===== src/rtl/utc_pkg.sv =====
// constants and types shared by the utf-8 text classifier
`timescale 1ns / 1ps
package utc_pkg;

    localparam int COUNT_WIDTH   = 32;
    localparam int TOL_FRAC_BITS = 16;
    localparam int TOL_WIDTH     = TOL_FRAC_BITS + 1;
    localparam int PROD_WIDTH    = COUNT_WIDTH + TOL_WIDTH;

    localparam logic [TOL_WIDTH-1:0] TOL_RESET = TOL_WIDTH'(6554);

    localparam logic [7:0] PRINT_LO  = 8'h20;
    localparam logic [7:0] PRINT_HI  = 8'h7E;
    localparam logic [7:0] CH_TAB    = 8'h09;
    localparam logic [7:0] CH_LF     = 8'h0A;
    localparam logic [7:0] CH_CR     = 8'h0D;
    localparam logic [7:0] ASCII_MAX = 8'h7F;
    localparam logic [7:0] CONT_LO   = 8'h80;
    localparam logic [7:0] CONT_HI   = 8'hBF;
    localparam logic [7:0] LEAD2_LO  = 8'hC0;
    localparam logic [7:0] LEAD2_HI  = 8'hDF;
    localparam logic [7:0] LEAD3_LO  = 8'hE0;
    localparam logic [7:0] LEAD3_HI  = 8'hEF;
    localparam logic [7:0] LEAD4_LO  = 8'hF0;
    localparam logic [7:0] LEAD4_HI  = 8'hF7;
    localparam logic [10:0] CP2_MIN  = 11'h0A0;

    localparam logic [1:0] NEED_NONE = 2'd0;
    localparam logic [1:0] NEED_ONE  = 2'd1;
    localparam logic [1:0] NEED_TWO  = 2'd2;
    localparam logic [1:0] NEED_THREE = 2'd3;

    typedef struct packed {
        logic [COUNT_WIDTH-1:0] total;
        logic [COUNT_WIDTH-1:0] nonprint;
    } t_counts;

endpackage


===== src/rtl/utf8_text_classifier_top.sv =====
// utf-8 text classifier: byte stream in, text verdict and unit counts per buffer out
// result: counts are registered in the fin stage, then verdict and counts in the out stage
// throughput: one byte per cycle; the end-of-buffer multiply sits in its own stage
// a byte is held back only while a finished result waits behind a stalled output
// reset: sequence state and counters clear, tolerance returns to 6554
`timescale 1ns / 1ps
module utf8_text_classifier_top (
    input  logic                              i_clk,
    input  logic                              i_rst_n,
    input  logic                              i_cfg_valid,
    input  logic [utc_pkg::TOL_WIDTH-1:0]     i_cfg_data,
    output logic                              o_cfg_ready,
    input  logic                              i_in_valid,
    output logic                              o_in_stall,
    input  logic [7:0]                        i_data_byte,
    input  logic                              i_last_byte,
    output logic                              o_out_valid,
    input  logic                              i_out_stall,
    output logic                              o_text_verdict,
    output logic [utc_pkg::COUNT_WIDTH-1:0]   o_unit_count,
    output logic [utc_pkg::COUNT_WIDTH-1:0]   o_nonprint_count
);
    import utc_pkg::*;

    logic [TOL_WIDTH-1:0]   r_tol;
    logic                   r_in_valid;
    logic [7:0]             r_in_byte;
    logic                   r_in_last;
    logic [7:0]             r_lead;
    logic [1:0]             r_need;
    logic [1:0]             r_seen;
    t_counts                r_cnt;
    logic                   r_fin_valid;
    t_counts                r_fin;
    logic                   r_out_valid;
    logic                   r_out_verdict;
    t_counts                r_out;

    logic [7:0]             n_lead;
    logic [1:0]             n_need;
    logic [1:0]             n_seen;
    t_counts                n_cnt;
    logic [2:0]             inc_t;
    logic [2:0]             inc_n;
    logic [2:0]             seen_p1;
    logic [10:0]            cp2;
    logic                   taken;
    logic                   is_cont;
    logic                   ascii_pr;
    logic [COUNT_WIDTH:0]   sum_t;
    logic [COUNT_WIDTH:0]   sum_n;
    logic [PROD_WIDTH-1:0]  prod;
    logic [COUNT_WIDTH:0]   limit;
    logic                   verdict;

    logic                   ready_out;
    logic                   ready_fin;
    logic                   a_consume;
    logic                   ready_in;

    // handshake between stages
    assign ready_out   = !r_out_valid || !i_out_stall;
    assign ready_fin   = !r_fin_valid || ready_out;
    assign a_consume   = r_in_valid && (!r_in_last || ready_fin);
    assign ready_in    = !r_in_valid || a_consume;
    assign o_in_stall  = !ready_in;
    assign o_cfg_ready = 1'b1;

    // per-byte sequence tracking and count increments
    always_comb begin
        n_lead   = r_lead;
        n_need   = r_need;
        n_seen   = r_seen;
        inc_t    = 3'd0;
        inc_n    = 3'd0;
        taken    = 1'b0;
        seen_p1  = {1'b0, r_seen} + 3'd1;
        cp2      = {r_lead[4:0], r_in_byte[5:0]};
        is_cont  = r_in_byte inside {[CONT_LO:CONT_HI]};
        ascii_pr = r_in_byte inside {[PRINT_LO:PRINT_HI], CH_TAB, CH_LF, CH_CR};
        if (r_need != NEED_NONE) begin
            if (is_cont) begin
                taken = 1'b1;
                if (seen_p1 >= {1'b0, r_need}) begin
                    inc_t  = 3'd1;
                    inc_n  = {2'b00, (r_need == NEED_ONE) && (cp2 < CP2_MIN)};
                    n_need = NEED_NONE;
                    n_seen = 2'd0;
                    n_lead = 8'h00;
                end else begin
                    n_seen = seen_p1[1:0];
                end
            end else begin
                // broken sequence: lead plus taken continuations
                inc_t  = seen_p1;
                inc_n  = seen_p1;
                n_need = NEED_NONE;
                n_seen = 2'd0;
                n_lead = 8'h00;
            end
        end
        if (!taken) begin
            if (r_in_byte <= ASCII_MAX) begin
                inc_t = inc_t + 3'd1;
                inc_n = inc_n + {2'b00, !ascii_pr};
            end else if (r_in_byte inside {[LEAD2_LO:LEAD2_HI]}) begin
                n_lead = r_in_byte;
                n_need = NEED_ONE;
                n_seen = 2'd0;
            end else if (r_in_byte inside {[LEAD3_LO:LEAD3_HI]}) begin
                n_lead = r_in_byte;
                n_need = NEED_TWO;
                n_seen = 2'd0;
            end else if (r_in_byte inside {[LEAD4_LO:LEAD4_HI]}) begin
                n_lead = r_in_byte;
                n_need = NEED_THREE;
                n_seen = 2'd0;
            end else begin
                inc_t = inc_t + 3'd1;
                inc_n = inc_n + 3'd1;
            end
        end
        // flush a sequence left open at end of buffer
        if (r_in_last && (n_need != NEED_NONE)) begin
            inc_t = inc_t + {1'b0, n_seen} + 3'd1;
            inc_n = inc_n + {1'b0, n_seen} + 3'd1;
        end
        sum_t = {1'b0, r_cnt.total} + (COUNT_WIDTH + 1)'(inc_t);
        sum_n = {1'b0, r_cnt.nonprint} + (COUNT_WIDTH + 1)'(inc_n);
        n_cnt.total    = sum_t[COUNT_WIDTH] ? '1 : sum_t[COUNT_WIDTH-1:0];
        n_cnt.nonprint = sum_n[COUNT_WIDTH] ? '1 : sum_n[COUNT_WIDTH-1:0];
    end

    // verdict: nonprint < floor(total * tolerance)
    assign prod    = PROD_WIDTH'(r_fin.total) * PROD_WIDTH'(r_tol);
    assign limit   = prod[PROD_WIDTH-1:TOL_FRAC_BITS];
    assign verdict = {1'b0, r_fin.nonprint} < limit;

    always_ff @(posedge i_clk) begin
        if (!i_rst_n) begin
            r_tol       <= TOL_RESET;
            r_in_valid  <= 1'b0;
            r_lead      <= 8'h00;
            r_need      <= NEED_NONE;
            r_seen      <= 2'd0;
            r_cnt       <= '0;
            r_fin_valid <= 1'b0;
            r_out_valid <= 1'b0;
        end else begin
            if (i_cfg_valid) begin
                r_tol <= i_cfg_data;
            end
            if (ready_in) begin
                r_in_valid <= i_in_valid;
            end
            if (a_consume) begin
                if (r_in_last) begin
                    r_lead <= 8'h00;
                    r_need <= NEED_NONE;
                    r_seen <= 2'd0;
                    r_cnt  <= '0;
                end else begin
                    r_lead <= n_lead;
                    r_need <= n_need;
                    r_seen <= n_seen;
                    r_cnt  <= n_cnt;
                end
            end
            if (ready_fin) begin
                r_fin_valid <= a_consume && r_in_last;
            end
            if (ready_out) begin
                r_out_valid <= r_fin_valid;
            end
        end
    end

    // payload words
    always_ff @(posedge i_clk) begin
        if (ready_in && i_in_valid) begin
            r_in_byte <= i_data_byte;
            r_in_last <= i_last_byte;
        end
        if (ready_fin && a_consume && r_in_last) begin
            r_fin <= n_cnt;
        end
        if (ready_out && r_fin_valid) begin
            r_out_verdict <= verdict;
            r_out         <= r_fin;
        end
    end

    assign o_out_valid      = r_out_valid;
    assign o_text_verdict   = r_out_verdict;
    assign o_unit_count     = r_out.total;
    assign o_nonprint_count = r_out.nonprint;

endmodule

===== config.mk =====
export PLATFORM = sky130hd
export DESIGN_NAME = utf8_text_classifier_top
export DESIGN_NICKNAME = d
export VERILOG_FILES = /design/src/rtl/utc_pkg.sv /design/src/rtl/utf8_text_classifier_top.sv
export SDC_FILE = /design/constraint.sdc
export NUM_CORES = 2
export LEC_CHECK = 0
export BUFFER_PORTS_ARGS = -buffer_cell sky130_fd_sc_hd__buf_2
export CAP_MARGIN = 20
export CORE_UTILIZATION = 40
export DETAILED_ROUTE_END_ITERATION = 6
export GPL_TIMING_DRIVEN = 0
export MAX_ROUTING_LAYER = met4
export SLEW_MARGIN = 15
export SYNTH_ARGS = -nofsm -noshare
export SYNTH_HDL_FRONTEND = slang
export SYNTH_SLANG_ARGS = --single-unit

===== constraint.sdc =====
create_clock -name i_clk -period 16.9 [get_ports i_clk]
set_input_delay 1.69 -clock i_clk [delete_from_list [all_inputs] [get_ports i_clk]]
set_output_delay 1.69 -clock i_clk [all_outputs]
set_load 0.005 [all_outputs]

==> results by group <==
Routing
  – Met2 Wirelength: roughly 37000 um
  – Vias: approximately 21000
  – First-pass DRT Iterations: 5
  – Highest Signal Layer: met4
  – Detail Route Antenna Nets: 0
  – Routed wire per std cell: roughly 20 um
  – DR iter-0 viols: 1580
  – Met3 routed WL: around 6200 um
  – Residual DRC: 0
  – Routed vias/inst: around 5
  – M1 WL: ~36000 um
  – Final WL: roughly 81000 um

Synthesis
  – Post-Syn Instances: roughly 3000
  – Post-synthesis cell type count: 81
  – Yosys reg bits: around 230
  – Ys flop type: edfxtp_1
  – Synth area leaders: fa_1 33%, edfxtp_1 15%, inv_1 7.7%
  – Synthesized area: 27800 um2
  – Synth async-reset ratio: 0%
  – Post-synthesis sequential area ratio: 21.6%
  – Cell taking the most area after synthesis: fa_1
  – Number of synthesized flops with an enable pin: between 100 and 150
  – Synthesized area per cell: ~9.3 um2
  – Ys Warns: 0
  – Post-synth top area share: 32.6%
  – Net count after synthesis: about 3600

Clocking
  – Clk buf depth: 3
  – Post-CTS setup buffer count: 0
  – Clock latency on the worst-skew pair: around 570 ps
  – Clock slew at reported path FFs: approximately 70 ps
  – CTS root buf: clkbuf_16
  – TritonCTS Buffers: 25
  – CTS H-tree lvls: 1
  – Post-CTS Hold Buffers: 0
  – TritonCTS clock tree: built
  – Clk sinks: 231
  – Resized cells post-CTS: 0

GRT
  – First-pass GRT wire length: ~130000 um
  – Vias in the first global route: around 21000
  – Largest net degree at the start of global routing: 28
  – Grt ovf: 0
  – GRT Util Overall: approximately 25%
  – Antenna violations before repair: 4

Placed design
  – Placed insts: between 4000 and 5000
  – Final HPWL DP: roughly 66000 um
  – Port bufs: 95
  – RD Place Congestion: between 0.9 and 1
  – Placed Instance Area: a little under 30000 um2

Setup path
  – Most frequent CP cell: fa_1
  – Critical path fanouts, max: 10
  – Crit path buf inv count: 4
  – Crit start category: register
  – Arrival time of the worst setup path: about 11000 ps
  – Worst Setup Path Type: register to register
  – CP top delay family: adder cells
  – Required @ worst endpoint: about 17000 ps
  – CP max-delay cell: edfxtp_1
  – Max incr delay on CP: about 790 ps
  – CP endpoint kind: register

Cells and area
  – Net count, final: 3760
  – Final instance area: about 30000 um2
  – # fillers: around 6900
  – Final std cells w/o fill: between 4000 and 5000
  – Final core utilization: roughly 44%
  – Share of cells above drive strength 1: under 10%
  – Area Overhead vs Synth: 9.63%

Run
  – Max_cap viols: 0

Die
  – Full die area: 70500 um2
  – Core Area: 68700 um2
  – Num ports: between 90 and 100
  – FP Rows: between 90 and 100
  – Die width: between 200 and 300 um
  – DIE HEIGHT: around 270 um
  – Initial Util: 40.4%

Power
  – PD cells: approximately 57 nW/um2
  – Peak supply drop: 0.0652 mV
  – P_leak: approximately 14 nW

STA
  – Fmax: about 97 MHz
  – Minimum clock period: 10360 ps
  – Max Slew Vio Count: 0
  – Setup TNS: 0 ps
  – Final hold slack: roughly 470 ps
  – Final setup fails: 0
  – Final period util: between 60% and 70%
  – Max transition margin: just under 30%
  – Slew @ Worst Pin: between 1000 and 1500 ps
  – Unrepaired setup endpoints after global routing: false
  – Clk_skew: 17.9 ps
  – Fin. Hold Viols: 0

Status
  – Status: finished clean

Min path
  – Hold Crit Class: register to register
-- placed cells by master (no fill, tap or decap), types with 6 or more instances in the layout --
cell type and n:
nor2b_1 54, edfxtp_1 138, o21ai_0 73, fa_1 452, mux2i_1 20, and3_1 23
nand2b_1 8, a21boi_0 19, a22oi_1 29, clkbuf_1 140, clkbuf_16 26, nand3_1 43
o21a_1 7, inv_1 567, a21oi_1 79, and4_1 9, o211ai_1 6, a21o_1 39
a32oi_1 6, buf_2 101, nor2_1 64, ha_1 166, xnor2_1 38, o31ai_1 6
a31oi_1 10, nand4_1 26, nand2_1 506, or3_1 7, mux2_2 8, dfxtp_1 93
nor3_1 28, xor2_1 41, a211oi_1 9, a22o_1 6, and2_1 182
-- worst min-delay path: stages (launching register included) --
cell and delay [ps]:
dfxtp_1 320, nand2_1 50, a21boi_0 60
-- cells in the mapped netlist (39+ instances only) --
master    instances
a21o_1           39
a21oi_1          79
and2_1          182
clkbuf_1        137
dfxtp_1          93
edfxtp_1        138
fa_1            452
ha_1            166
inv_1           567
nand2_1         506
nand3_1          43
nor2_1           65
nor2b_1          54
o21ai_0          73
xor2_1           41
-- final timing paths --
kind,start,to,slack [ps],depth (start not counted)
worst max-delay path,r_fin[38],o_text_verdict,6540,27
worst min-delay path,r_cnt[0],r_cnt[0],470,2
worst min register to register,r_cnt[0],r_cnt[0],470,2
worst max register to register,r_fin[38],o_text_verdict,6540,27
-- registers in the layout, summed over array words and instances, names as in the netlist --
name and count:
r_fin_valid 1, r_in_last 1, o_out_valid 1, r_cnt 64, o_unit_count 32, r_in_byte 8
r_lead 5, r_tol 17, o_nonprint_count 32, r_fin 64, r_in_valid 1, r_seen 2
o_text_verdict 1, r_need 2
-- logic make-up (layout without fill, tap and decap cells) --
logic type      Yosys count  count (layout)  share of synthesized area (%)
other cells               1               2                         0.0135
compound gates          330             330                           7.83
fa+ha+maj               618             618                           40.1
xor+xnor                 79              79                           2.49
mux                      28              28                           1.05
flops                   231             231                           21.6
buf+inv                 718             864                           9.84
simple gates            979             979                           17.1
-- routing by layer --
metal	vias to the layer above	GRT usage (%)
met4	0	5.50
met1	10483	34.1
met3	121	3.82
met2	734	37.8
met5	-	-
li1	9565	-
-- per-stage QoR --
step / setup slack (ps) / total power, mW
6_report: 6540 / 1.73
5_1_grt: 6000 / 1.82
4_1_cts: 6400 / 1.74
3_5_place_dp: 6460 / 1.13
3_3_place_gp: 6420 / 1.12
2_1_floorplan: 9310 / 0.965
-- layout make-up --
type / count / area, um2 / area share (%)
Timing Repair Buffer: 100 / 591 / 1.94
Antenna cell: 1 / 2.50 / 0.00822
Clock buffer: 31 / 689 / 2.26
Clock inverter: 15 / 208 / 0.682
Inverter: 567 / 2130 / 6.99
Tap cell: 931 / 1160 / 3.83
Sequential cell: 231 / 6010 / 19.7
Buffer: 151 / 604 / 1.98
Multi-Input combinational cell: 2035 / 19100 / 62.6
-- power breakdown --
group	internal, mW	switching [mW]
sequential	0.605	0.0164
clock	0.355	0.249
combinational	0.179	0.321
total	1.14	0.586
No activity file was read; power rests on OpenSTA's default activity.
